`config.mk`:
```
export PLATFORM = sky130hd
export DESIGN_NAME = ftws_div10
export DESIGN_NICKNAME = d
export VERILOG_FILES = /design/src/rtl/ftws_pkg.sv /design/src/rtl/ftws_div.sv
export SDC_FILE = /design/constraint.sdc
export NUM_CORES = 1
export LEC_CHECK = 0
export BUFFER_PORTS_ARGS = -buffer_cell sky130_fd_sc_hd__buf_2
export CORE_MARGIN = 3
export CORE_UTILIZATION = 42
export DETAILED_ROUTE_END_ITERATION = 7
export GPL_ROUTABILITY_DRIVEN = 0
export SETUP_SLACK_MARGIN = 0.4
export SLEW_MARGIN = 25
export SYNTH_ARGS = -nofsm -noshare
export SYNTH_HDL_FRONTEND = slang
export SYNTH_SLANG_ARGS = --single-unit
```
`constraint.sdc`:
```
create_clock -name clock -period 12.3 [get_ports clock]
set_input_delay 3.69 -clock clock [delete_from_list [all_inputs] [get_ports clock]]
set_output_delay 3.69 -clock clock [all_outputs]
set_load 0.01 [all_outputs]
```
`src/rtl/ftws_pkg.sv`:
```
package ftws_pkg;

   localparam int SMP_W     = 24;
   localparam int RATE_W    = 28;
   localparam int SQ_W      = 32;
   localparam int DIV_W     = 36;
   localparam int DVS_W     = 32;
   localparam int DIV_STEPS = DIV_W;
   localparam int DCNT_W    = $clog2(DIV_STEPS + 1);
   localparam int UPC_W     = 4;

   localparam int D10_W     = 18;
   localparam int D10_STEPS = 2;
   localparam int D10_SHIFT = 39;
   localparam int PROD_W    = DIV_W + 2 * D10_W;

   localparam logic [DIV_W-1:0]  RATE_NUM   = 36'd65536000000;
   localparam logic [RATE_W-1:0] RATE_MAX   = 28'hFFFFFFF;
   localparam logic [D10_W-1:0]  D10_MUL_LO = 18'h0CCCD;
   localparam logic [D10_W-1:0]  D10_MUL_HI = 18'h33333;

   typedef enum logic [1:0] {
      RD_NONE,
      RD_SLOT,
      RD_WALK
   } rd_sel_type;

   typedef enum logic [1:0] {
      DIV_NONE,
      DIV_EMA,
      DIV_RATE,
      DIV_MEAN
   } div_sel_type;

   typedef enum logic [1:0] {
      CAP_NONE,
      CAP_EMA,
      CAP_RATE,
      CAP_OUT
   } cap_type;

   typedef enum logic [2:0] {
      CND_GO,
      CND_REQ,
      CND_DIV,
      CND_WALK,
      CND_OUT
   } cond_type;

   typedef struct packed {
      rd_sel_type        rd;
      logic              upd;
      div_sel_type       div;
      cap_type           cap;
      cond_type          cond;
      logic [UPC_W-1:0]  nxt;
   } uword_type;

   typedef struct packed {
      logic req_fire;
      logic div_busy;
      logic walk_more;
      logic out_free;
   } seq_stat_type;

   localparam logic [UPC_W-1:0] UA_IDLE  = 4'd0;
   localparam logic [UPC_W-1:0] UA_EVICT = 4'd1;
   localparam logic [UPC_W-1:0] UA_UPD   = 4'd2;
   localparam logic [UPC_W-1:0] UA_EMAW  = 4'd3;
   localparam logic [UPC_W-1:0] UA_RATE  = 4'd4;
   localparam logic [UPC_W-1:0] UA_RATEW = 4'd5;
   localparam logic [UPC_W-1:0] UA_MEAN  = 4'd6;
   localparam logic [UPC_W-1:0] UA_WALK  = 4'd7;
   localparam logic [UPC_W-1:0] UA_MEANW = 4'd8;
   localparam logic [UPC_W-1:0] UA_OUT   = 4'd9;

   function automatic uword_type ucode(input logic [UPC_W-1:0] addr);
      uword_type w;
      case (addr)
         UA_IDLE:  w = '{rd: RD_NONE, upd: 1'b0, div: DIV_NONE, cap: CAP_NONE,
                         cond: CND_REQ, nxt: UA_EVICT};
         UA_EVICT: w = '{rd: RD_SLOT, upd: 1'b0, div: DIV_NONE, cap: CAP_NONE,
                         cond: CND_GO, nxt: UA_UPD};
         UA_UPD:   w = '{rd: RD_NONE, upd: 1'b1, div: DIV_EMA, cap: CAP_NONE,
                         cond: CND_GO, nxt: UA_EMAW};
         UA_EMAW:  w = '{rd: RD_NONE, upd: 1'b0, div: DIV_NONE, cap: CAP_NONE,
                         cond: CND_DIV, nxt: UA_RATE};
         UA_RATE:  w = '{rd: RD_NONE, upd: 1'b0, div: DIV_RATE, cap: CAP_EMA,
                         cond: CND_GO, nxt: UA_RATEW};
         UA_RATEW: w = '{rd: RD_NONE, upd: 1'b0, div: DIV_NONE, cap: CAP_NONE,
                         cond: CND_DIV, nxt: UA_MEAN};
         UA_MEAN:  w = '{rd: RD_NONE, upd: 1'b0, div: DIV_MEAN, cap: CAP_RATE,
                         cond: CND_GO, nxt: UA_WALK};
         UA_WALK:  w = '{rd: RD_WALK, upd: 1'b0, div: DIV_NONE, cap: CAP_NONE,
                         cond: CND_WALK, nxt: UA_MEANW};
         UA_MEANW: w = '{rd: RD_NONE, upd: 1'b0, div: DIV_NONE, cap: CAP_NONE,
                         cond: CND_DIV, nxt: UA_OUT};
         UA_OUT:   w = '{rd: RD_NONE, upd: 1'b0, div: DIV_NONE, cap: CAP_OUT,
                         cond: CND_OUT, nxt: UA_IDLE};
         default:  w = '{rd: RD_NONE, upd: 1'b0, div: DIV_NONE, cap: CAP_NONE,
                         cond: CND_GO, nxt: UA_IDLE};
      endcase
      return w;
   endfunction

endpackage

```
`src/rtl/ftws_div.sv`:
```


// Divide by ten: multiply by the reciprocal 0xCCCCCCCCD / 2^39, low half of
// the constant first, then the high half, on one 36x18 multiplier.
module ftws_div10 (
   input  logic                       clock,
   input  logic                       reset,
   input  logic                       start,
   input  logic [ftws_pkg::DIV_W-1:0] dividend,
   output logic                       busy,
   output logic [ftws_pkg::SQ_W-1:0]  quotient
);
   import ftws_pkg::*;

   localparam int PART_W = DIV_W + D10_W;

   logic [1:0]        step_ff, step_in;
   logic [DIV_W-1:0]  num_ff, num_in;
   logic [PROD_W-1:0] acc_ff, acc_in;
   logic [D10_W-1:0]  mul_k;
   logic [PART_W-1:0] part;
   logic              first;

   assign busy     = (step_ff != 2'd0);
   assign quotient = acc_ff[D10_SHIFT +: SQ_W];
   assign first    = (step_ff == 2'(D10_STEPS));

   always_comb begin
      mul_k   = first ? D10_MUL_LO : D10_MUL_HI;
      part    = PART_W'(num_ff) * PART_W'(mul_k);
      step_in = step_ff;
      num_in  = num_ff;
      acc_in  = acc_ff;
      if (start) begin
         step_in = 2'(D10_STEPS);
         num_in  = dividend;
         acc_in  = '0;
      end else if (busy) begin
         step_in = step_ff - 1'b1;
         if (first) begin
            acc_in = PROD_W'(part);
         end else begin
            acc_in = acc_ff + (PROD_W'(part) << D10_W);
         end
      end
   end

   always_ff @(posedge clock) begin
      if (reset) begin
         step_ff <= '0;
      end else begin
         step_ff <= step_in;
      end
      num_ff <= num_in;
      acc_ff <= acc_in;
   end

endmodule

```
==> reports/results.ini <==
[timing]
slew_headroom_pct = 36.9
min_period_ps = 10720
setup_slack_ps = 1580
tns_ps = 0
hold_violations = 0
tightest_slew_ps = 946
fmax_mhz = 93.3
rsz0062_at_grt = false
drv_slew = 0
clock_skew_ps = 30.2
fin_crit_sh_pct = 87.1
setup_violations = 0

[layout]
drive_gt1_share_pct = 5.56
diodes = 0
syn_to_final_growth_pct = 3.40
nets = 3172

[detailed_routing]
drtAntennaViolNets = 0
vias_per_cell = 5.35
totalWireLength_um = 60500
post-route-drc-count = 0
dr.first_iter.drc_count = 1067
first_pass_iters = 5
wl_per_cell_um = 19.2
vias = 16900

[global_route]
grt_max_degree = 69
grt_overflow = 0
grt_usage_pct = 21.8
grt_pass1_vias = 17400
antenna_found_initial = 0
grt_pass1_wl_um = 96400

[clocking]
cts-root-buf = clkbuf_16
cts_max_path_buffers = 2
clk_latency_ps = 420
hold_buffers = 0
cts_buffers = 9
ctsResizeCount = 0
cts.sinks = 91
htreeDepth = 3
tritoncts = done
cts.clk_slew.worst_paths_ps = 90
post-cts-setup-buffers = 0

[floorplanning]
ioPinCount = 72
chipHeight_um = 238
coreArea_sq_mm = 0.0530
row_count = 84
die_w_um = 238
start_util_pct = 42.8
fp.dieArea_sq_mm = 0.0568

[logic_synthesis]
synth.area.top_cells = fa_1, ha_1, inv_1
yosysMostFrequentCell = inv_1
synth_seq_area_share_pct = 9.63
yosysTopAreaCell = fa_1
yosys_most_used_dff = dfxtp_1
synth_seq_cells = 91
synth_cell_type_count = 82
synth_top_area_share_pct = 34.5
synthArstFlopShare_pct = 0
yosys-top-cells-count = inv_1, fa_1, ha_1
syn_area_sq_mm = 0.0227
syn_area_per_cell_sq_um = 8.95
synth-edff-count = 36
yosys_warnings = 0
synthCells = 2532

[critical_path]
endpoint_kind = flop
crit_path_frequent_cell = fa_1
worstPathArrival_ps = 11020
path_delay_family = adder cells
cpPeakStageDelay_ps = 660
critPathSlowestCell = clkinv_1
critPathBufInv = 6
worstPathMaxFanout = 64
crit_required_ps = 12610
crit_type = flop to flop
crit_path_start_kind = flop

[placed_design]
place_ws_ps = 1710
numPortBuffers = 71
dpl.hpwl_um = 52900

[job]
drv_cap = 0

[outcome]
status = complete, no violations

[worst_hold_path]
hp-class = flop to flop

## path summary, 6_finish.rpt
| path | startpoint | to | slack [ps] | depth (start not counted) |
|---|---|---|---|---|
| worst min-delay path | acc_ff[58] | acc_ff[58] | 490 | 2 |
| worst max-delay path | step_ff[1] | acc_ff[64] | 1580 | 34 |
| worst max register to register | step_ff[1] | acc_ff[64] | 1580 | 34 |
| worst min register to register | acc_ff[58] | acc_ff[58] | 490 | 2 |
## cell families after synthesis
logic type | after synthesis | synth area share [%]
buffers and inverters | 710 | 12.8
adders and majority gates | 673 | 50.1
and+or+nand+nor | 502 | 10.0
AOI/OAI and AO/OA | 436 | 12.8
xor gates and xnor gates | 113 | 4.40
DFF | 91 | 9.63
muxes | 5 | 0.221
other | 2 | 0.0331
## state kept, by name, indices dropped and copies added, names as in the netlist
register	flops
acc_ff	53
num_ff	36
step_ff	2
## final cells by class
class / count / area [sq um]
clock inverter: 7 / 108
tap: 688 / 861
multi-input combinational: 1735 / 17600
clock buffer: 9 / 225
fill: 5249 / 29500
inverter: 547 / 2050
sequential: 91 / 2180
timing repair buffer: 76 / 395
## metal layers
layer	up-vias	GRT usage (%)	share of wire, %	wire length (um)
met5	-	0	0	0
met1	8408	29.2	43	26200
met3	67	3.21	5.1	3080
met2	520	36.9	49	29700
li1	7880	-	-	-
met4	0	5.99	2.4	1430
## metrics by stage
step	utilization (%)	cell area, sq um	hold slack [ps]	cells
after global placement	43.6	23100	479	3137
after global routing	44.2	23400	528	3153
after floorplan	-	22700	452	2536
after CTS	44.2	23400	499	3153
after detailed placement	43.6	23100	488	3137
final	44.2	23400	492	3153
## layout by cell type, fill, tap and decap left out, drive strengths merged, types with 21 or more instances in the layout
cell type  instances
nand3             24
o21bai            21
a21o              64
edfxtp            36
o21ai             80
dfxtp             55
nand2            243
xnor2             77
nor2              98
ha               282
buf               76
a21oi            126
xor2              36
fa               391
inv              547
and3              30
a211oi            30
## tightest hold or removal path: stages (launching register included)
cell     delay (ps)
dfxtp_1         330
nand2_1          50
o21ai_0          70
Power is left out: the tool's default activity adds up to more than one toggle a clock period on the data nets, which glitch-free logic cannot reach.
