$ cat config.mk
export PLATFORM = sky130hd
export DESIGN_NAME = ftws_div
export DESIGN_NICKNAME = d
export VERILOG_FILES = /design/src/rtl/ftws_pkg.sv /design/src/rtl/ftws_div.sv
export SDC_FILE = /design/constraint.sdc
export NUM_CORES = 1
export LEC_CHECK = 0
export ABC_AREA = 1
export CAP_MARGIN = 40
export CORE_ASPECT_RATIO = 1.75
export CORE_MARGIN = 2
export CORE_UTILIZATION = 40
export DETAILED_ROUTE_END_ITERATION = 7
export DONT_BUFFER_PORTS = 1
export PLACE_DENSITY = 0.59
export SLEW_MARGIN = 25
export SYNTH_ARGS = -nofsm -noshare
export SYNTH_HDL_FRONTEND = slang
export SYNTH_SLANG_ARGS = --single-unit
$ cat constraint.sdc
create_clock -name clock -period 2.3 [get_ports clock]
set_input_delay 0.46 -clock clock [delete_from_list [all_inputs] [get_ports clock]]
set_output_delay 0.46 -clock clock [all_outputs]
set_load 0.005 [all_outputs]
$ cat src/rtl/ftws_pkg.sv
package ftws_pkg;

   localparam int SMP_W     = 24;
   localparam int RATE_W    = 28;
   localparam int SQ_W      = 32;
   localparam int DIV_W     = 36;
   localparam int DVS_W     = 32;
   localparam int DIV_STEPS = DIV_W;
   localparam int DCNT_W    = $clog2(DIV_STEPS + 1);
   localparam int UPC_W     = 4;

   localparam int D10_W     = 18;
   localparam int D10_STEPS = 2;
   localparam int D10_SHIFT = 39;
   localparam int PROD_W    = DIV_W + 2 * D10_W;

   localparam logic [DIV_W-1:0]  RATE_NUM   = 36'd65536000000;
   localparam logic [RATE_W-1:0] RATE_MAX   = 28'hFFFFFFF;
   localparam logic [D10_W-1:0]  D10_MUL_LO = 18'h0CCCD;
   localparam logic [D10_W-1:0]  D10_MUL_HI = 18'h33333;

   typedef enum logic [1:0] {
      RD_NONE,
      RD_SLOT,
      RD_WALK
   } rd_sel_type;

   typedef enum logic [1:0] {
      DIV_NONE,
      DIV_EMA,
      DIV_RATE,
      DIV_MEAN
   } div_sel_type;

   typedef enum logic [1:0] {
      CAP_NONE,
      CAP_EMA,
      CAP_RATE,
      CAP_OUT
   } cap_type;

   typedef enum logic [2:0] {
      CND_GO,
      CND_REQ,
      CND_DIV,
      CND_WALK,
      CND_OUT
   } cond_type;

   typedef struct packed {
      rd_sel_type        rd;
      logic              upd;
      div_sel_type       div;
      cap_type           cap;
      cond_type          cond;
      logic [UPC_W-1:0]  nxt;
   } uword_type;

   typedef struct packed {
      logic req_fire;
      logic div_busy;
      logic walk_more;
      logic out_free;
   } seq_stat_type;

   localparam logic [UPC_W-1:0] UA_IDLE  = 4'd0;
   localparam logic [UPC_W-1:0] UA_EVICT = 4'd1;
   localparam logic [UPC_W-1:0] UA_UPD   = 4'd2;
   localparam logic [UPC_W-1:0] UA_EMAW  = 4'd3;
   localparam logic [UPC_W-1:0] UA_RATE  = 4'd4;
   localparam logic [UPC_W-1:0] UA_RATEW = 4'd5;
   localparam logic [UPC_W-1:0] UA_MEAN  = 4'd6;
   localparam logic [UPC_W-1:0] UA_WALK  = 4'd7;
   localparam logic [UPC_W-1:0] UA_MEANW = 4'd8;
   localparam logic [UPC_W-1:0] UA_OUT   = 4'd9;

   function automatic uword_type ucode(input logic [UPC_W-1:0] addr);
      uword_type w;
      case (addr)
         UA_IDLE:  w = '{rd: RD_NONE, upd: 1'b0, div: DIV_NONE, cap: CAP_NONE,
                         cond: CND_REQ, nxt: UA_EVICT};
         UA_EVICT: w = '{rd: RD_SLOT, upd: 1'b0, div: DIV_NONE, cap: CAP_NONE,
                         cond: CND_GO, nxt: UA_UPD};
         UA_UPD:   w = '{rd: RD_NONE, upd: 1'b1, div: DIV_EMA, cap: CAP_NONE,
                         cond: CND_GO, nxt: UA_EMAW};
         UA_EMAW:  w = '{rd: RD_NONE, upd: 1'b0, div: DIV_NONE, cap: CAP_NONE,
                         cond: CND_DIV, nxt: UA_RATE};
         UA_RATE:  w = '{rd: RD_NONE, upd: 1'b0, div: DIV_RATE, cap: CAP_EMA,
                         cond: CND_GO, nxt: UA_RATEW};
         UA_RATEW: w = '{rd: RD_NONE, upd: 1'b0, div: DIV_NONE, cap: CAP_NONE,
                         cond: CND_DIV, nxt: UA_MEAN};
         UA_MEAN:  w = '{rd: RD_NONE, upd: 1'b0, div: DIV_MEAN, cap: CAP_RATE,
                         cond: CND_GO, nxt: UA_WALK};
         UA_WALK:  w = '{rd: RD_WALK, upd: 1'b0, div: DIV_NONE, cap: CAP_NONE,
                         cond: CND_WALK, nxt: UA_MEANW};
         UA_MEANW: w = '{rd: RD_NONE, upd: 1'b0, div: DIV_NONE, cap: CAP_NONE,
                         cond: CND_DIV, nxt: UA_OUT};
         UA_OUT:   w = '{rd: RD_NONE, upd: 1'b0, div: DIV_NONE, cap: CAP_OUT,
                         cond: CND_OUT, nxt: UA_IDLE};
         default:  w = '{rd: RD_NONE, upd: 1'b0, div: DIV_NONE, cap: CAP_NONE,
                         cond: CND_GO, nxt: UA_IDLE};
      endcase
      return w;
   endfunction

endpackage

$ cat src/rtl/ftws_div.sv
module ftws_div (
   input  logic                      clock,
   input  logic                      reset,
   input  logic                      start,
   input  logic [ftws_pkg::DIV_W-1:0] dividend,
   input  logic [ftws_pkg::DVS_W-1:0] divisor,
   output logic                      busy,
   output logic [ftws_pkg::DIV_W-1:0] quotient
);
   import ftws_pkg::*;

   logic [DCNT_W-1:0] cnt_ff, cnt_in;
   logic [DIV_W-1:0]  quo_ff, quo_in;
   logic [DVS_W-1:0]  rem_ff, rem_in;
   logic [DVS_W-1:0]  dvs_ff, dvs_in;
   logic [DVS_W:0]    trial;
   logic [DVS_W:0]    diff;
   logic              ge;

   assign busy     = (cnt_ff != '0);
   assign quotient = quo_ff;

   always_comb begin
      trial  = {rem_ff, quo_ff[DIV_W-1]};
      ge     = (trial >= {1'b0, dvs_ff});
      diff   = trial - {1'b0, dvs_ff};
      cnt_in = cnt_ff;
      quo_in = quo_ff;
      rem_in = rem_ff;
      dvs_in = dvs_ff;
      if (start) begin
         cnt_in = DCNT_W'(DIV_STEPS);
         quo_in = dividend;
         rem_in = '0;
         dvs_in = divisor;
      end else if (busy) begin
         cnt_in = cnt_ff - 1'b1;
         quo_in = {quo_ff[DIV_W-2:0], ge};
         rem_in = ge ? diff[DVS_W-1:0] : trial[DVS_W-1:0];
      end
   end

   always_ff @(posedge clock) begin
      if (reset) begin
         cnt_ff <= '0;
      end else begin
         cnt_ff <= cnt_in;
      end
      quo_ff <= quo_in;
      rem_ff <= rem_in;
      dvs_ff <= dvs_in;
   end

endmodule


==> flow_metrics.py <==
metrics = {
    "routing": {
        "avgRoutedWirePerCell_um": 14.9,
        "via_count": 6057,
        "wirelength_mm": 18.8,
        "viasPerCell": 4.81,
        "firstDrtPassIters": 5,
        "ant_nets": 0,
        "drt_iter0_markers": 251,
        "drcViolationCount": 0,
    },
    "critical_path": {
        "crit_family": "simple AND/OR/NAND/NOR gates",
        "crit_slowest_cell": "fa_2",
        "crit_chain": "inv_1, ha_1, fa_2, inv_1, nand3_1, nand3_2, nand2_1, nand2_4, nand2_1, nand2_2, nand2_2, nand3_1, nand3_1, nand2_1, nand2_1",
        "start_kind": "flip-flop",
        "crit_path_max_incr_delay_ps": 360,
        "cp-end-kind": "flip-flop",
        "path_max_fanout": 4,
        "critical_path_class": "flip-flop to flip-flop",
        "cp_common_cell": "nand2_1",
        "arrival_ps": 2410,
        "path_buf_inv": 2,
        "required_ps": 2560,
    },
    "floorplanning": {
        "design.portCount": 108,
        "rows": 63,
        "die_x_um": 104,
        "die-area_um2": 18500,
        "initial_core_util": 0.409,
        "fp.dieH_um": 179,
        "core_um2": 17000,
    },
    "synth": {
        "yosysSeqAreaShare": 0.402,
        "synth_top_family_by_area": "simple AND/OR/NAND/NOR gates",
        "yosys_warnings": 0,
        "synth_top_area_cell": "edfxtp_1",
        "synth_edf_count": 68,
        "synth_area_leaders": "edfxtp_1 (29%), nand2_1 (23%), dfxtp_1 (11%)",
        "netlist-cell-type-count": 36,
        "synth_compound_area_frac": 0.0320,
        "yosys.area_share.simple": 0.363,
        "synth_xor_area_frac": 0.0201,
        "async_flop_share": 0,
        "synth_commonest_cells": "nand2_1 (426), inv_1 (181), nand3_1 (82)",
        "ys.flop_type": "edfxtp_1",
        "synth_fp_nets": 1117,
        "synth.area.mux_share": 0,
        "ys_ff_latch": 106,
        "netlist_instances": 1012,
        "synth_adder_area_share": 0.0621,
        "synthesis.area_um2": 6970,
        "avgSynthCellArea_um2": 6.88,
        "synth.most_common_cell": "nand2_1",
        "yosysTopAreaCellShare": 0.293,
    },
    "layout": {
        "diodes": 0,
        "layout.cells.non_filler": 1260,
        "nets": 1133,
        "area_growth_pct": 11.8,
        "postLayoutCellArea_um2": 7790,
        "layout-drive-gt1-share": 0.0939,
    },
    "placed_design": {
        "io_buffers": 0,
        "dp_cells": 1242,
        "place_hpwl_mm": 14.5,
        "place_area_um2": 7320,
        "place_congestion": 1.00,
    },
    "power_and_ir_drop": {
        "power.density_nw_per_um2": 1060,
        "vdd_drop_max_uv": 534,
        "total_leakage_power_nw": 4.09,
    },
    "global_routing": {
        "grt.total_usage": 0.211,
        "grt_pass1_wl_mm": 30.2,
        "antenna_found_initial": 0,
        "grt_pass1_vias": 6185,
        "grt_start_max_net_pins": 71,
        "overflow": 0,
    },
    "clocking": {
        "h-tree-depth": 3,
        "root_buffer": "clkbuf_16",
        "clkTransAtPathRegs_ps": 70,
        "cts.sinks": 106,
        "cts_buffers": 9,
        "ctsLongestPathBuffers": 2,
        "insertion_delay_ps": 360,
        "cts_tree": "built",
    },
    "min_path": {
        "hp-class": "input pin to flip-flop",
    },
    "timing": {
        "slew_violations": 0,
        "fmax_ghz": 0.465,
        "hold_viol": 0,
        "tightest_slew_ps": 432,
        "fin_skew_ps": 5.37,
        "finalCritPeriodShare": 0.935,
        "maxSlewHeadroom": 0.712,
        "setup_violations": 0,
        "grt_setup_unrepaired": "true",
        "period_minus_slack_ps": 2150,
    },
    "flow_run": {
        "cap_violations": 0,
    },
    "run_status": {
        "status": "finished clean",
    },
}
-- cell usage in the layout (no fill, tap or decap), types with 3 or more instances in the layout --
master	count
nor2_1	44
nand4_1	10
buf_4	22
inv_1	180
nand2_4	3
nor3_2	3
nand3b_1	13
o21ai_0	4
nand2_1	418
clkbuf_16	9
ha_4	4
a21oi_2	3
edfxtp_1	68
nor3_1	5
nand3_1	81
nor2_2	8
o21ai_1	9
nand2_2	11
nor2_4	3
a21oi_1	19
ha_2	7
ha_1	22
inv_2	7
xnor2_1	14
dfxtp_1	38
-- through the flow --
step / setup slack, ps / total power [mW] / setup TNS (ps) / utilization / hold slack, ps
2_1_floorplan: 317 / 5.62 / 0 / - / 442
3_3_place_gp: -133 / 6.62 / -425 / 0.430 / 462
3_5_place_dp: -156 / 6.64 / -479 / 0.430 / 465
4_1_cts: 39.3 / 8.16 / 0 / 0.447 / 142
5_1_grt: -9.53 / 8.97 / -11.5 / 0.457 / 144
6_report: 151 / 8.28 / 0 / 0.457 / 157
-- timing repair --
| item | 4_1_cts | 5_1_grt |
|---|---|---|
| pin swaps | 0 | 3 |
| gates resized for setup | 5 | 37 |
| endpoints found under the setup margin | 7 | 33 |
| hold buffers | 0 | 0 |
| buffers inserted | 0 | 2 |
-- path summary, 6_finish.rpt --
kind / cells after the start / endpoint / from / slack, ps
hold / removal: 1 / cnt_ff[2] / reset / 160
setup / recovery: 15 / rem_ff[28] / quotient[35] / 150
hold reg to reg: 2 / rem_ff[30] / rem_ff[30] / 470
setup reg to reg: 15 / rem_ff[28] / quotient[35] / 150
-- flip-flops by register name, indices dropped and copies added (netlist names) --
name      cells
rem_ff       32
dvs_ff       32
cnt_ff        6
quotient     36
-- layout make-up --
type / instances / area [µm²]
clock buffer: 10 / 229
clock inverter: 6 / 42.5
fill: 1804 / 9240
inverter: 188 / 706
multi-input combinational: 695 / 3470
sequential: 106 / 2800
tap: 227 / 284
timing repair buffer: 28 / 258
-- logic make-up (layout without fill, tap and decap cells) --
family | count (synthesis) | after routing
adders and majority gates | 34 | 34
AOI/OAI and AO/OA | 41 | 41
buffers and inverters | 211 | 232
xor gates and xnor gates | 16 | 16
and+or+nand+nor | 604 | 604
DFF | 106 | 106
-- metal layers --
layer | vias up | track usage | part of all wire | wire length, µm
met5 | - | 0 | 0 | 0
met4 | 0 | 0.0935 | 0.031 | 582
met3 | 29 | 0.0493 | 0.046 | 869
met2 | 154 | 0.417 | 0.55 | 10300
met1 | 2721 | 0.206 | 0.38 | 7060
li1 | 3153 | - | - | -
-- where the power goes --
part / switching (mW) / internal [mW]
clock network: 0.729 / 0.737
logic: 2.51 / 1.58
registers: 0.280 / 2.45
No activity file was read; power rests on OpenSTA's default activity.
