[src/rtl/ftws_pkg.sv]
package ftws_pkg;

   localparam int SMP_W     = 24;
   localparam int RATE_W    = 28;
   localparam int SQ_W      = 32;
   localparam int DIV_W     = 36;
   localparam int DVS_W     = 32;
   localparam int DIV_STEPS = DIV_W;
   localparam int DCNT_W    = $clog2(DIV_STEPS + 1);
   localparam int UPC_W     = 4;

   localparam int D10_W     = 18;
   localparam int D10_STEPS = 2;
   localparam int D10_SHIFT = 39;
   localparam int PROD_W    = DIV_W + 2 * D10_W;

   localparam logic [DIV_W-1:0]  RATE_NUM   = 36'd65536000000;
   localparam logic [RATE_W-1:0] RATE_MAX   = 28'hFFFFFFF;
   localparam logic [D10_W-1:0]  D10_MUL_LO = 18'h0CCCD;
   localparam logic [D10_W-1:0]  D10_MUL_HI = 18'h33333;

   typedef enum logic [1:0] {
      RD_NONE,
      RD_SLOT,
      RD_WALK
   } rd_sel_type;

   typedef enum logic [1:0] {
      DIV_NONE,
      DIV_EMA,
      DIV_RATE,
      DIV_MEAN
   } div_sel_type;

   typedef enum logic [1:0] {
      CAP_NONE,
      CAP_EMA,
      CAP_RATE,
      CAP_OUT
   } cap_type;

   typedef enum logic [2:0] {
      CND_GO,
      CND_REQ,
      CND_DIV,
      CND_WALK,
      CND_OUT
   } cond_type;

   typedef struct packed {
      rd_sel_type        rd;
      logic              upd;
      div_sel_type       div;
      cap_type           cap;
      cond_type          cond;
      logic [UPC_W-1:0]  nxt;
   } uword_type;

   typedef struct packed {
      logic req_fire;
      logic div_busy;
      logic walk_more;
      logic out_free;
   } seq_stat_type;

   localparam logic [UPC_W-1:0] UA_IDLE  = 4'd0;
   localparam logic [UPC_W-1:0] UA_EVICT = 4'd1;
   localparam logic [UPC_W-1:0] UA_UPD   = 4'd2;
   localparam logic [UPC_W-1:0] UA_EMAW  = 4'd3;
   localparam logic [UPC_W-1:0] UA_RATE  = 4'd4;
   localparam logic [UPC_W-1:0] UA_RATEW = 4'd5;
   localparam logic [UPC_W-1:0] UA_MEAN  = 4'd6;
   localparam logic [UPC_W-1:0] UA_WALK  = 4'd7;
   localparam logic [UPC_W-1:0] UA_MEANW = 4'd8;
   localparam logic [UPC_W-1:0] UA_OUT   = 4'd9;

   function automatic uword_type ucode(input logic [UPC_W-1:0] addr);
      uword_type w;
      case (addr)
         UA_IDLE:  w = '{rd: RD_NONE, upd: 1'b0, div: DIV_NONE, cap: CAP_NONE,
                         cond: CND_REQ, nxt: UA_EVICT};
         UA_EVICT: w = '{rd: RD_SLOT, upd: 1'b0, div: DIV_NONE, cap: CAP_NONE,
                         cond: CND_GO, nxt: UA_UPD};
         UA_UPD:   w = '{rd: RD_NONE, upd: 1'b1, div: DIV_EMA, cap: CAP_NONE,
                         cond: CND_GO, nxt: UA_EMAW};
         UA_EMAW:  w = '{rd: RD_NONE, upd: 1'b0, div: DIV_NONE, cap: CAP_NONE,
                         cond: CND_DIV, nxt: UA_RATE};
         UA_RATE:  w = '{rd: RD_NONE, upd: 1'b0, div: DIV_RATE, cap: CAP_EMA,
                         cond: CND_GO, nxt: UA_RATEW};
         UA_RATEW: w = '{rd: RD_NONE, upd: 1'b0, div: DIV_NONE, cap: CAP_NONE,
                         cond: CND_DIV, nxt: UA_MEAN};
         UA_MEAN:  w = '{rd: RD_NONE, upd: 1'b0, div: DIV_MEAN, cap: CAP_RATE,
                         cond: CND_GO, nxt: UA_WALK};
         UA_WALK:  w = '{rd: RD_WALK, upd: 1'b0, div: DIV_NONE, cap: CAP_NONE,
                         cond: CND_WALK, nxt: UA_MEANW};
         UA_MEANW: w = '{rd: RD_NONE, upd: 1'b0, div: DIV_NONE, cap: CAP_NONE,
                         cond: CND_DIV, nxt: UA_OUT};
         UA_OUT:   w = '{rd: RD_NONE, upd: 1'b0, div: DIV_NONE, cap: CAP_OUT,
                         cond: CND_OUT, nxt: UA_IDLE};
         default:  w = '{rd: RD_NONE, upd: 1'b0, div: DIV_NONE, cap: CAP_NONE,
                         cond: CND_GO, nxt: UA_IDLE};
      endcase
      return w;
   endfunction

endpackage

[src/rtl/ftws_win.sv]
module ftws_win #(
   parameter int HISTORY_DEPTH = 128,
   parameter int CW            = $clog2(HISTORY_DEPTH + 1),
   parameter int SW            = 24 + $clog2(HISTORY_DEPTH + 1)
) (
   input  logic                        clock,
   input  logic                        reset,
   input  logic [ftws_pkg::SMP_W-1:0]  sample,
   input  ftws_pkg::rd_sel_type        rd,
   input  logic                        upd,
   output logic                        walk_more,
   output logic [ftws_pkg::SMP_W-1:0]  lo,
   output logic [ftws_pkg::SMP_W-1:0]  hi,
   output logic [SW-1:0]               sum,
   output logic [CW-1:0]               count
);
   import ftws_pkg::*;

   localparam int AW = $clog2(HISTORY_DEPTH);
   localparam logic [AW-1:0] LAST_SLOT = AW'(HISTORY_DEPTH - 1);
   localparam logic [CW-1:0] FULL_CNT  = CW'(HISTORY_DEPTH);

   logic [SMP_W-1:0] ring_mem [HISTORY_DEPTH];
   logic [SMP_W-1:0] rdata_ff;
   logic [AW-1:0]    slot_ff, slot_in;
   logic [CW-1:0]    count_ff, count_in;
   logic [SW-1:0]    sum_ff, sum_in;
   logic [CW-1:0]    idx_ff, idx_in;
   logic             cmp_ff, cmp_in;
   logic [SMP_W-1:0] lo_ff, lo_in;
   logic [SMP_W-1:0] hi_ff, hi_in;
   logic             full;
   logic             walk_rd;
   logic             rd_en;
   logic [AW-1:0]    rd_addr;
   logic [SMP_W-1:0] evict;

   assign full      = (count_ff == FULL_CNT);
   assign walk_more = (idx_ff != count_ff);
   assign walk_rd   = (rd == RD_WALK) && walk_more;
   assign rd_en     = (rd == RD_SLOT) || walk_rd;
   assign rd_addr   = (rd == RD_SLOT) ? slot_ff : idx_ff[AW-1:0];
   assign evict     = full ? rdata_ff : '0;
   assign lo        = lo_ff;
   assign hi        = hi_ff;
   assign sum       = sum_ff;
   assign count     = count_ff;

   always_comb begin
      slot_in  = slot_ff;
      count_in = count_ff;
      sum_in   = sum_ff;
      idx_in   = idx_ff;
      lo_in    = lo_ff;
      hi_in    = hi_ff;
      cmp_in   = walk_rd;
      if (upd) begin
         slot_in  = (slot_ff == LAST_SLOT) ? '0 : slot_ff + 1'b1;
         count_in = full ? count_ff : count_ff + 1'b1;
         sum_in   = sum_ff - SW'(evict) + SW'(sample);
         idx_in   = '0;
         lo_in    = sample;
         hi_in    = sample;
      end else begin
         if (walk_rd) begin
            idx_in = idx_ff + 1'b1;
         end
         if (cmp_ff) begin
            if (rdata_ff < lo_ff) begin
               lo_in = rdata_ff;
            end
            if (rdata_ff > hi_ff) begin
               hi_in = rdata_ff;
            end
         end
      end
   end

   always_ff @(posedge clock) begin
      if (upd) begin
         ring_mem[slot_ff] <= sample;
      end
      if (rd_en) begin
         rdata_ff <= ring_mem[rd_addr];
      end
   end

   always_ff @(posedge clock) begin
      if (reset) begin
         slot_ff  <= '0;
         count_ff <= '0;
         sum_ff   <= '0;
         cmp_ff   <= 1'b0;
      end else begin
         slot_ff  <= slot_in;
         count_ff <= count_in;
         sum_ff   <= sum_in;
         cmp_ff   <= cmp_in;
      end
      idx_ff <= idx_in;
      lo_ff  <= lo_in;
      hi_ff  <= hi_in;
   end

endmodule

[config.mk]
export PLATFORM = sky130hd
export DESIGN_NAME = ftws_win
export DESIGN_NICKNAME = d
export VERILOG_FILES = /design/src/rtl/ftws_pkg.sv /design/src/rtl/ftws_win.sv
export SDC_FILE = /design/constraint.sdc
export NUM_CORES = 2
export LEC_CHECK = 0
export BUFFER_PORTS_ARGS = -buffer_cell sky130_fd_sc_hd__buf_2
export CAP_MARGIN = 20
export CORE_ASPECT_RATIO = 0.7
export CORE_MARGIN = 4
export CORE_UTILIZATION = 65
export DETAILED_ROUTE_END_ITERATION = 16
export PLACE_DENSITY_LB_ADDON = 0.2
export SKIP_LAST_GASP = 1
export SLEW_MARGIN = 10
export SYNTH_ARGS = -nofsm -noshare
export SYNTH_HDL_FRONTEND = slang
export SYNTH_SLANG_ARGS = --single-unit
[constraint.sdc]
create_clock -name clock -period 9.9 [get_ports clock]
set_input_delay 0.495 -clock clock [delete_from_list [all_inputs] [get_ports clock]]
set_output_delay 0.495 -clock clock [all_outputs]
set_load 0.05 [all_outputs]
==> results.yml <==
placed_design:
  place_area_um2: 131700
  dpl.hpwl_um: 205600
  io_buffers: 117
  place_ws_ns: 3.987
  place_congestion: 0.9480
critical_path:
  cp_slowest_cell: "a22oi_1"
  worst-path-buf-inv: 2
  required_ns: 10.48
  startpoint_type: "input port"
  r2r-start: "slot_ff[1]"
  path_class: "input port to flip-flop"
  cp_max_fo: 35
  rr_endpoint: "rdata_ff[18]"
  critPathCaptureType: "flip-flop"
  crit_arrival_ns: 5.86
  r2r_cells: 9
  crit_family: "simple AND/OR/NAND/NOR gates"
  crit_chain: "buf_2 > nand2b_2 > mux2i_4 > buf_4 > mux4_2 > and2_1 > a211oi_2 > a31oi_1 > a22oi_1 > nand2_1 > or4_1"
  max_stage_delay_ns: 0.93
  reg2reg_slack_ns: 4.62
timing:
  finalSetupViolCount: 0
  tns_ns: 0
  hold_violations: 0
  max_freq_mhz: 189.3
  rsz0062_at_grt: "no"
  fin_skew_ns: 0.04967
  slew_headroom_pct: 17.90
  max_slew.worst_pin.slew_ns: 1.232
  maxSlewViolCount: 0
  fin_crit_ns: 5.281
  finalCritPeriodShare_pct: 53.35
  setup_ws_ns: 4.619
global_route:
  grt_overflow: 0
  grt_max_degree: 143
  grt_pass1_wl_um: 505400
  grt_pass1_vias: 67950
  antenna_found_initial: 22
  grtUsageTotal_pct: 35.47
clock_tree:
  cts.sinks: 3200
  clock-root-buffer: "clkbuf_16"
  clock_path_buffers: 4
  cts_hold_buffers: 0
  htreeDepth: 5
  cts_setup_buffers: 0
  cts.repair.resized: 0
  clock_latency_ns: 0.88
  cts_buffers: 292
  path_clk_slew_ns: 0.07
  cts_tree: "done"
run_status:
  run_status: "finished, final reports clean"
die:
  fp.dieArea_um2: 202700
  die_h_um: 377.9
  die_w_um: 536.5
  start_util_pct: 65.53
  ios: 118
  coreArea_um2: 193900
  fp-row-count: 135
cells_and_area:
  synthToLayoutAreaGrowth_pct: 10.74
  multiInputGateArea_um2: 29780
  final_layout_size_suffix_gt1_share_pct: 20.93
  fin_nets: 7398
  utilization_pct: 72.56
  fillers: 11270
  seq_area_um2: 95530
  layout_commonest_cell: "edfxtp_1"
  design_area_um2: 140700
  mostFrequentLayoutCells: "edfxtp_1 (3144), nand2_1 (1023), mux4_2 (638)"
route:
  vias_per_cell: 7.088
  wl_per_cell_um: 35.42
  wl_met3_um: 63760
  wl_met2_um: 152600
  drt-met1-wl_um: 127800
  top_layer_used: "met5"
  wirelength_um: 357500
  dr.pass1.iters: 7
  drt-initial-drc-count: 13280
  postRouteAntennaNets: 0
  route.detailed.drc: 0
  vias: 71530
synthesis:
  synth_warnings: 0
  synth_top_area_cell: "edfxtp_1"
  avgSynthCellArea_um2: 18.11
  syn-num-nets: 7154
  ys_ff_latch: 3200
  syn_inst: 7018
  synth_seq_area_share_pct: 75.18
  synth_flop_cell: "edfxtp_1"
  synth_area_um2: 127100
  synth_top_area_share_pct: 74.30
  synth-async-reset-ratio_pct: 0
  yosysUniqueCellTypes: 63
  synth.top_cells.by_area: "edfxtp_1 (74%), mux4_2 (11%), nand2_1 (3.0%)"
  synth_edf_count: 3144
power:
  powerDensity_nw_per_um2: 205.3
  vdd_drop_max_mv: 0.1853
  leakagePower_nw: 46.13
min_path:
  hold_end: "ring_mem[72][20]"
  hp-start: "sample[20]"
  hold_depth: 1
  hold_class: "input port to flip-flop"
job:
  drv_cap: 0
==> kinds of logic after synthesis <==
group	count (synthesis)	share of synthesized area, %
flip-flops	3200	75.18
AO/OA/AOI/OAI	520	2.863
AND/OR/NAND/NOR	1843	6.317
XOR/XNOR	49	0.3377
adder cells (fa/ha/maj)	107	1.195
buffers and inverters	556	1.930
multiplexers	743	12.18
==> how the worst max path moves through the flow <==
stage,start,slack [ns],end,cells after the start
after CTS,count[0],4.80,sum[31],18
after floorplan,count[0],4.97,sum[31],20
after detailed placement,rd[1],3.99,rdata_ff[18],11
final,rd[1],4.62,rdata_ff[18],11
after global placement,rd[1],4.06,rdata_ff[18],11
after global routing,rd[1],4.45,rdata_ff[18],11
==> flip-flops by register name (all words and copies together), names as in the netlist <==
register	count
cmp_ff	1
count	8
hi	24
sum	32
lo	24
slot_ff	7
idx_ff	8
rdata_ff	24
ring_mem	3072
==> synthesized netlist by cell type, types with 56 or more instances <==
cell type,instances
edfxtp_1,3144
nand3_1,362
nor2_1,215
inv_1,161
a31oi_1,153
ha_1,83
nand2_1,1024
mux2i_1,75
a21oi_1,75
dfxtp_1,56
buf_2,91
and3_1,57
mux4_2,638
clkbuf_1,213
and2_1,71
==> final cells by class <==
type                            count  area share (%)
Inverter                          161          0.4295
Sequential cell                  3200           67.89
Clock inverter                    151          0.8465
Tap cell                         2603           2.315
Clock buffer                      363           5.540
Antenna cell                        7         0.01245
Multi-Input combinational cell   3262           21.16
Timing Repair Buffer              345           1.804
==> through the flow <==
step,total power (W),cells,hold WS [ns]
global route,0.02973,10090,0.02944
CTS,0.02888,10080,0.02548
global placement,0.01815,9569,0.4739
floorplan,0.01730,7018,0.4984
finish,0.02889,10090,0.06127
detailed placement,0.01821,9569,0.4880
==> routing by layer <==
| metal | up-vias | global-route usage [%] |
|---|---|---|
| met3 | 772 | 13.66 |
| met1 | 36310 | 53.08 |
| met2 | 6213 | 48.77 |
| li1 | 28220 | - |
| met4 | 12 | 11.69 |
| met5 | - | 0 |
==> power breakdown <==
group          internal [W]  leakage (nW)  switching (W)  total (W)
clock               0.00602          4.41        0.00487     0.0109
combinational       0.00103          12.9        0.00184    0.00287
sequential           0.0150          28.8       0.000137     0.0151
total                0.0220          46.1        0.00685     0.0289
Note: power is estimated with default switching activity, not from simulation.
