**src/rtl/ftws_pkg.sv**
```systemverilog
package ftws_pkg;

   localparam int SMP_W     = 24;
   localparam int RATE_W    = 28;
   localparam int SQ_W      = 32;
   localparam int DIV_W     = 36;
   localparam int DVS_W     = 32;
   localparam int DIV_STEPS = DIV_W;
   localparam int DCNT_W    = $clog2(DIV_STEPS + 1);
   localparam int UPC_W     = 4;

   localparam int D10_W     = 18;
   localparam int D10_STEPS = 2;
   localparam int D10_SHIFT = 39;
   localparam int PROD_W    = DIV_W + 2 * D10_W;

   localparam logic [DIV_W-1:0]  RATE_NUM   = 36'd65536000000;
   localparam logic [RATE_W-1:0] RATE_MAX   = 28'hFFFFFFF;
   localparam logic [D10_W-1:0]  D10_MUL_LO = 18'h0CCCD;
   localparam logic [D10_W-1:0]  D10_MUL_HI = 18'h33333;

   typedef enum logic [1:0] {
      RD_NONE,
      RD_SLOT,
      RD_WALK
   } rd_sel_type;

   typedef enum logic [1:0] {
      DIV_NONE,
      DIV_EMA,
      DIV_RATE,
      DIV_MEAN
   } div_sel_type;

   typedef enum logic [1:0] {
      CAP_NONE,
      CAP_EMA,
      CAP_RATE,
      CAP_OUT
   } cap_type;

   typedef enum logic [2:0] {
      CND_GO,
      CND_REQ,
      CND_DIV,
      CND_WALK,
      CND_OUT
   } cond_type;

   typedef struct packed {
      rd_sel_type        rd;
      logic              upd;
      div_sel_type       div;
      cap_type           cap;
      cond_type          cond;
      logic [UPC_W-1:0]  nxt;
   } uword_type;

   typedef struct packed {
      logic req_fire;
      logic div_busy;
      logic walk_more;
      logic out_free;
   } seq_stat_type;

   localparam logic [UPC_W-1:0] UA_IDLE  = 4'd0;
   localparam logic [UPC_W-1:0] UA_EVICT = 4'd1;
   localparam logic [UPC_W-1:0] UA_UPD   = 4'd2;
   localparam logic [UPC_W-1:0] UA_EMAW  = 4'd3;
   localparam logic [UPC_W-1:0] UA_RATE  = 4'd4;
   localparam logic [UPC_W-1:0] UA_RATEW = 4'd5;
   localparam logic [UPC_W-1:0] UA_MEAN  = 4'd6;
   localparam logic [UPC_W-1:0] UA_WALK  = 4'd7;
   localparam logic [UPC_W-1:0] UA_MEANW = 4'd8;
   localparam logic [UPC_W-1:0] UA_OUT   = 4'd9;

   function automatic uword_type ucode(input logic [UPC_W-1:0] addr);
      uword_type w;
      case (addr)
         UA_IDLE:  w = '{rd: RD_NONE, upd: 1'b0, div: DIV_NONE, cap: CAP_NONE,
                         cond: CND_REQ, nxt: UA_EVICT};
         UA_EVICT: w = '{rd: RD_SLOT, upd: 1'b0, div: DIV_NONE, cap: CAP_NONE,
                         cond: CND_GO, nxt: UA_UPD};
         UA_UPD:   w = '{rd: RD_NONE, upd: 1'b1, div: DIV_EMA, cap: CAP_NONE,
                         cond: CND_GO, nxt: UA_EMAW};
         UA_EMAW:  w = '{rd: RD_NONE, upd: 1'b0, div: DIV_NONE, cap: CAP_NONE,
                         cond: CND_DIV, nxt: UA_RATE};
         UA_RATE:  w = '{rd: RD_NONE, upd: 1'b0, div: DIV_RATE, cap: CAP_EMA,
                         cond: CND_GO, nxt: UA_RATEW};
         UA_RATEW: w = '{rd: RD_NONE, upd: 1'b0, div: DIV_NONE, cap: CAP_NONE,
                         cond: CND_DIV, nxt: UA_MEAN};
         UA_MEAN:  w = '{rd: RD_NONE, upd: 1'b0, div: DIV_MEAN, cap: CAP_RATE,
                         cond: CND_GO, nxt: UA_WALK};
         UA_WALK:  w = '{rd: RD_WALK, upd: 1'b0, div: DIV_NONE, cap: CAP_NONE,
                         cond: CND_WALK, nxt: UA_MEANW};
         UA_MEANW: w = '{rd: RD_NONE, upd: 1'b0, div: DIV_NONE, cap: CAP_NONE,
                         cond: CND_DIV, nxt: UA_OUT};
         UA_OUT:   w = '{rd: RD_NONE, upd: 1'b0, div: DIV_NONE, cap: CAP_OUT,
                         cond: CND_OUT, nxt: UA_IDLE};
         default:  w = '{rd: RD_NONE, upd: 1'b0, div: DIV_NONE, cap: CAP_NONE,
                         cond: CND_GO, nxt: UA_IDLE};
      endcase
      return w;
   endfunction

endpackage

```
**src/rtl/ftws_seq.sv**
```systemverilog
module ftws_seq (
   input  logic                   clock,
   input  logic                   reset,
   input  ftws_pkg::seq_stat_type stat,
   output ftws_pkg::uword_type    uw,
   output logic                   idle
);
   import ftws_pkg::*;

   logic [UPC_W-1:0] upc_ff, upc_in;
   logic             hold;

   assign uw   = ucode(upc_ff);
   assign idle = (uw.cond == CND_REQ);

   always_comb begin
      case (uw.cond)
         CND_GO:   hold = 1'b0;
         CND_REQ:  hold = !stat.req_fire;
         CND_DIV:  hold = stat.div_busy;
         CND_WALK: hold = stat.walk_more;
         CND_OUT:  hold = !stat.out_free;
         default:  hold = 1'b0;
      endcase
      upc_in = hold ? upc_ff : uw.nxt;
   end

   always_ff @(posedge clock) begin
      if (reset) begin
         upc_ff <= UA_IDLE;
      end else begin
         upc_ff <= upc_in;
      end
   end

endmodule

```
**config.mk**
```make
export PLATFORM = sky130hd
export DESIGN_NAME = ftws_seq
export DESIGN_NICKNAME = d
export VERILOG_FILES = /design/src/rtl/ftws_pkg.sv /design/src/rtl/ftws_seq.sv
export SDC_FILE = /design/constraint.sdc
export NUM_CORES = 1
export LEC_CHECK = 0
export ABC_CLOCK_PERIOD_IN_PS = 2300
export BUFFER_PORTS_ARGS = -buffer_cell sky130_fd_sc_hd__buf_4
export CORE_MARGIN = 5
export CORE_UTILIZATION = 46
export CTS_CLUSTER_DIAMETER = 40
export CTS_CLUSTER_SIZE = 20
export DETAILED_ROUTE_END_ITERATION = 10
export PLACE_DENSITY_LB_ADDON = 0.08
export SKIP_LAST_GASP = 1
export SLEW_MARGIN = 20
export SYNTH_ARGS = -nofsm -noshare
export SYNTH_HDL_FRONTEND = slang
export SYNTH_SLANG_ARGS = --single-unit
export TNS_END_PERCENT = 10
```
**constraint.sdc**
```tcl
create_clock -name clock -period 2.3 [get_ports clock]
set_input_delay 0.46 -clock clock [delete_from_list [all_inputs] [get_ports clock]]
set_output_delay 0.46 -clock clock [all_outputs]
set_load 0.05 [all_outputs]
```
==> results by group, run 1 <==
Power
  • Leakage Power: 0.532 nW
  • Clk pwr share: 11.1%
  • P_int: 0.000940 W
  • VDD IR max: 0.859 mV
  • Pwr Density: 1440 nW/um^2
  • Power share of the combinational group: 61.3%
  • Switching part of the total: 46.8%
  • Portion of total power attributed to sequential cells: 27.7%
  • Switch Pwr: 0.000827 W

Timing
  • Final setup fails: 0
  • Max_slew headroom: 74.8%
  • Fin crit share: 93.9%
  • Period minus WS final: 2.16 ns
  • Layout Skew: 0.0101 ns
  • Fin. max-slew vios: 0
  • Final Hold Vio Count: 0
  • Final worst slack: 0.141 ns
  • Fmax: 463 MHz
  • RSZ-0062 raised after global routing: no
  • Worst Max-Slew Pin Slew: 0.367 ns

Synth
  • #FFs+latches synth: 18
  • Mapped Cells: 88
  • Syn Area/Cell: 10.6 um^2
  • Yosys Warn Count: 0
  • Synthesized Nets: 98
  • Register area share after synthesis: 38.8%
  • Cell Area, Synth: 930 um^2
  • Post-synth cell types: 34

Clock tree
  • Post-CTS Resized: 0
  • # hold bufs at CTS: 0
  • CTS tree: built
  • CTS max path bufs: 2
  • Later-pin clock latency in the skew report: 0.30 ns
  • Sink Count: 18
  • Root Buffer: clkbuf_4
  • Clk pin slew, worst setup/hold paths: 0.11 ns
  • Post-CTS setup buffer count: 0
  • Num CTS Buffers: 3
  • H-tree Lvls: 1

Finish
  • Non-Filler Instances: 144
  • Share of layout cells above drive strength 1: 43.6%
  • ANT cells: 0
  • Register Area: 367 um^2
  • Final Util: 63.0%
  • Multi-input combinational cell area: 531 um^2
  • Final nets: 128
  • Commonest non-fill, non-tap cell in the layout: buf_4
  • Area grow syn2layout: 31.6%
  • Most frequent cells in the layout: buf_4, dfxtp_1, inv_1
  • Fillers: 175

Floorplanning
  • Die W: 55.0 um
  • I/O pin count: 21
  • Core Box Area: 1940 um^2
  • Initial Util: 47.9%
  • Height of the die: 55.0 um
  • Die area: 3020 um^2
  • Cell row count: 16

Place
  • Post-detail-place hpwl: 1490 um
  • Post-Place Cells: 140
  • Port buffer count: 20
  • Setup WS pre-CTS: -0.0166 ns
  • RePlAce Congestion: 0.802

Route
  • DR iter-0 viols: 9
  • Avg Vias per Cell: 4.87
  • WL per Instance: 13.4 um
  • Remaining DRCs: 0
  • DRT Pass-1 Iters: 4
  • Final ANT Viol Nets: 0
  • Detailed Route WL: 1920 um
  • DR vias: 701

Global routing
  • Total GRT Usage: 15.0%
  • Grt ovf: 0
  • Largest net degree at the start of global routing: 13
  • Number of global-route vias before repair: 733
  • Initial antenna violation count: 0
  • Global-route wire length before repair: 3200 um

Worst setup path
  • CP max-delay cell: dfxtp_4
  • Register-to-Register Path Depth: 8
  • Crit Path Max Fanout: 5
  • WP data arrival: 2.34 ns
  • Type of origin of the critical path: register
  • Critical Path RT: 2.49 ns
  • Critical path depth: 8
  • Buf/Inv on CP: 1
  • Worst path top cell family by delay: multiplexers
  • Max incr delay on CP: 0.39 ns
  • WS Path Type: register to register
  • Worst-path cell chain: mux2_4, a221o_2, nand2_4, mux2i_4, inv_1, ha_1, nor3_2, a211oi_2
  • Crit end category: register

Hold path
  • Worst Hold Class: input port to register
  • Worst hold stages: 2

Run
  • Max-cap viol count: 0

Outcome
  • Status: finished clean
power by group through the flow:
stage          combinational [W]  clock, W  sequential (W)
5_1_grt                  0.00116  0.000215        0.000503
2_1_floorplan           0.000533         0        0.000734
3_5_place_dp             0.00108         0        0.000497
6_report                 0.00108  0.000196        0.000489
4_1_cts                  0.00109  0.000204        0.000490
3_3_place_gp             0.00108         0        0.000496
stage by stage:
stage	TNS (ns)	total power (W)	instance area, um^2	hold WS [ns]
global placement	0	0.00157	1190	0.513
detailed placement	-0.0166	0.00158	1190	0.516
global route	0	0.00188	1220	0.414
CTS	0	0.00178	1220	0.390
floorplan	0	0.00127	950	0.481
finish	0	0.00177	1220	0.396
registers in the layout, summed over array words and instances (netlist names):
name,count
upc_ff,4
uw,14
metal layers:
metal	wire [um]	vias to the layer above	global-route usage [%]
met5	0	-	0
met4	10	0	6.07
met3	51	2	3.22
met2	995	8	26.2
met1	865	324	17.9
li1	-	367	-
Yosys cell counts (all sizes together):
library cell	n	area, um^2
nand2	1	11.3
nor3b	1	7.51
buf	2	15.0
inv	9	33.8
mux2i	5	66.3
xor2	1	8.76
xnor2	1	16.3
a221o	1	11.3
nor2b	1	6.26
clkbuf	1	3.75
nor4	2	12.5
o21ai	2	10.0
ha	4	50.1
dfxtp	18	360
nor4b	3	56.3
nor3	5	30.0
o32ai	2	17.5
nor2	8	32.5
a31oi	1	12.5
a221oi	1	26.3
o22ai	2	12.5
nand2b	7	43.8
mux2	1	15.0
a211oi	4	40.0
or2	1	6.26
nand3	1	5.00
a21oi	3	18.8
final cells by class:
cell class,count,area share [%]
clock buffer,4,2.97
timing repair buffer,28,18.2
multi-input combinational,58,43.4
tap,27,2.76
inverter,9,2.76
sequential,18,30.0
worst paths after layout:
path / slack, ns / startpoint / end
worst max-delay path: 0.14 / uw[4]$_SDFF_PP0_ / uw[4]$_SDFF_PP0_
worst min-delay path: 0.40 / reset / upc_ff[1]$_SDFFE_PP0P_
worst max register to register: 0.14 / uw[4]$_SDFF_PP0_ / uw[4]$_SDFF_PP0_
worst min register to register: 0.53 / upc_ff[1]$_SDFFE_PP0P_ / upc_ff[1]$_SDFFE_PP0P_
cells by family (layout without fill, tap and decap cells):
kind of cell    after synthesis  after routing  synth area share [%]
fa+ha+maj                     4              4                  5.38
simple gates                 30             30                  22.7
compound gates               16             16                  16.0
flops                        18             18                  38.8
xor+xnor                      2              2                  2.69
buf+inv                      12             41                  5.65
mux                           6              6                  8.75
No activity file was read; power rests on OpenSTA's default activity.
==> run 2: changes to the inputs <==
--- a/config.mk
+++ b/config.mk
@@ -12,7 +12,7 @@
 export CTS_CLUSTER_DIAMETER = 40
 export CTS_CLUSTER_SIZE = 20
 export DETAILED_ROUTE_END_ITERATION = 10
-export PLACE_DENSITY_LB_ADDON = 0.08
+export PLACE_DENSITY = 0.72
 export SKIP_LAST_GASP = 1
 export SLEW_MARGIN = 20
 export SYNTH_ARGS = -nofsm -noshare
==> results by group, run 2 (synthesis results as in run 1) <==
Timing
  • Fin crit share: 95.2% (was 93.9%)
  • Worst Max-Slew Pin Slew: 0.432 ns (was 0.367 ns)
  • Fin. max-slew vios: 0 (unchanged)
  • Final worst slack: 0.110 ns (was 0.141 ns)
  • Final setup fails: 0 (unchanged)
  • Final Hold Vio Count: 0 (unchanged)
  • Fmax: 457 MHz (was 463 MHz)
  • RSZ-0062 raised after global routing: no (unchanged)
  • Period minus WS final: 2.19 ns (was 2.16 ns)
  • Worst hold slack: 0.410 ns (was 0.396 ns)
  • Max_slew headroom: 71.0% (was 74.8%)
  • Layout Skew: 0.00100 ns (was 0.0101 ns)

Global routing
  • Largest net degree at the start of global routing: 13 (unchanged)
  • Number of global-route vias before repair: 770 (was 733)
  • Initial antenna violation count: 0 (unchanged)
  • Total GRT Usage: 16.6% (was 15.0%)
  • Most Crowded Layer GR: met2 (unchanged)
  • Grt ovf: 0 (unchanged)
  • Global-route wire length before repair: 3590 um (was 3200 um)
  • Grt met2 use: 27.8% (was 26.2%)
  • Grt met1 use: 21.8% (was 17.9%)
  • Met3 usage: 2.95% (was 3.22%)

Finish
  • Area grow syn2layout: 31.2% (was 31.6%)
  • Non-Filler Instances: 143 (was 144)
  • Commonest non-fill, non-tap cell in the layout: buf_4 (unchanged)
  • Max reg flops: 14 (unchanged)
  • Final nets: 127 (was 128)
  • Final Util: 62.8% (was 63.0%)
  • Fillers: 163 (was 175)
  • Multi-input combinational cell area: 534 um^2 (was 531 um^2)
  • Register Area: 367 um^2 (unchanged)
  • ANT cells: 0 (unchanged)
  • Most frequent cells in the layout: buf_4, dfxtp_1, inv_1 (unchanged)
  • Share of layout cells above drive strength 1: 44.0% (was 43.6%)

Route
  • Remaining DRCs: 0 (unchanged)
  • DR vias: 750 (was 701)
  • Final ANT Viol Nets: 0 (unchanged)
  • DRT Pass-1 Iters: 4 (unchanged)
  • DR iter-0 viols: 22 (was 9)
  • WL per Instance: 15.0 um (was 13.4 um)
  • Avg Vias per Cell: 5.24 (was 4.87)
  • Detailed Route WL: 2140 um (was 1920 um)

Clock tree
  • Num CTS Buffers: 3 (unchanged)
  • CTS max path bufs: 2 (unchanged)
  • Post-CTS setup buffer count: 0 (unchanged)
  • Sink Count: 18 (unchanged)
  • CTS tree: built (unchanged)
  • H-tree Lvls: 1 (unchanged)
  • Clk pin slew, worst setup/hold paths: 0.11 ns (about the same)
  • Later-pin clock latency in the skew report: 0.30 ns (about the same)
  • Root Buffer: clkbuf_4 (unchanged)

Place
  • Port buffer count: 20 (unchanged)
  • Setup WS pre-CTS: -0.0184 ns (was -0.0166 ns)
  • Post-detail-place hpwl: 1640 um (was 1490 um)
  • RePlAce Congestion: 0.913 (was 0.802)
  • Post-Place Cells: 139 (was 140)

Outcome
  • Status: finished clean (unchanged)

Worst setup path
  • Capturing point of the worst reg2reg path: uw[4]$_SDFF_PP0_ (unchanged)
  • Type of origin of the critical path: register (unchanged)
  • WS Path Type: register to register (unchanged)
  • Crit path from: uw[4]$_SDFF_PP0_ (unchanged)
  • Crit end category: register (unchanged)
  • Critical Path RT: 2.48 ns (was 2.49 ns)
  • Crit Path Max Fanout: 5 (unchanged)
  • Flop2flop setup slack: 0.11 ns (was 0.14 ns)
  • Reg-to-Reg Start: uw[4]$_SDFF_PP0_ (unchanged)
  • WP data arrival: 2.37 ns (was 2.34 ns)
  • Register-to-Register Path Depth: 8 (unchanged)
  • Critical path capture point: uw[4]$_SDFF_PP0_ (unchanged)

Power
  • VDD IR max: 0.997 mV (was 0.859 mV)
  • Post-layout power: 0.00178 W (was 0.00177 W)
  • Leakage Power: 0.527 nW (was 0.532 nW)
  • Pwr Density: 1460 nW/um^2 (was 1440 nW/um^2)

Floorplanning
  • Die area: 3020 um^2 (unchanged)
  • Height of the die: 55.0 um (unchanged)
  • Initial Util: 47.9% (unchanged)
  • Core Box Area: 1940 um^2 (unchanged)
  • I/O pin count: 21 (unchanged)
  • Cell row count: 16 (unchanged)
  • Die W: 55.0 um (unchanged)

Hold path
  • Worst Hold Class: input port to register (unchanged)

Run
  • Max-cap viol count: 0 (unchanged)
-- run 2: cell count changes in the layout (fill, tap and decap cells not counted), sizes merged --
cell	change
buf	-1
-- run 2: final cells by class --
type,count,area share (%)
Inverter,9,2.77
Tap cell,27,2.77
Clock buffer,4,2.97
Sequential cell,18,30.1
Timing Repair Buffer,27,17.6
Multi-Input combinational cell,58,43.8
-- run 2: where the power goes --
group          total [W]  switching (W)  internal, W
logic            0.00108       0.000660     0.000424
clock network   0.000201       0.000104    0.0000965
registers       0.000495      0.0000810     0.000414
total            0.00178       0.000846     0.000935
-- run 2: worst min path at each step --
stage | start | endpoint | cells past startpoint
6_report | reset | upc_ff[1]$_SDFFE_PP0P_ | 2
4_1_cts | reset | upc_ff[1]$_SDFFE_PP0P_ | 2
2_1_floorplan | upc_ff[1]$_SDFFE_PP0P_ | upc_ff[1]$_SDFFE_PP0P_ | 2
5_1_grt | reset | upc_ff[1]$_SDFFE_PP0P_ | 2
3_3_place_gp | upc_ff[1]$_SDFFE_PP0P_ | upc_ff[1]$_SDFFE_PP0P_ | 2
3_5_place_dp | upc_ff[1]$_SDFFE_PP0P_ | upc_ff[1]$_SDFFE_PP0P_ | 2
-- run 2: metal layers --
layer  vias up  share of wire, %  wire length, um
li1        370                 -                -
met1       361                45              971
met2        15                50             1080
met3         4               3.2               68
met4         0              0.89               19
met5         -                 0                0
-- run 2: timing repair --
action | 4_1_cts | 5_1_grt
resized for setup | 0 | 1
endpoints found under the setup margin | 0 | 4
hold buffers | 0 | 0
-- run 2: worst max-delay path, cell delays in order, from the launching register on --
cell and delay [ns]:
dfxtp_4 0.40, mux2_4 0.33, a221o_2 0.38, nand2_4 0.09, mux2i_4 0.28, inv_1 0.10, ha_1 0.25, nor3_2 0.21
a211oi_2 0.06
-- run 2: metrics by stage --
step           TNS [ns]  cell area, um^2
2_1_floorplan         0              950
4_1_cts               0             1220
3_3_place_gp          0             1180
5_1_grt               0             1220
6_report              0             1220
3_5_place_dp    -0.0319             1180
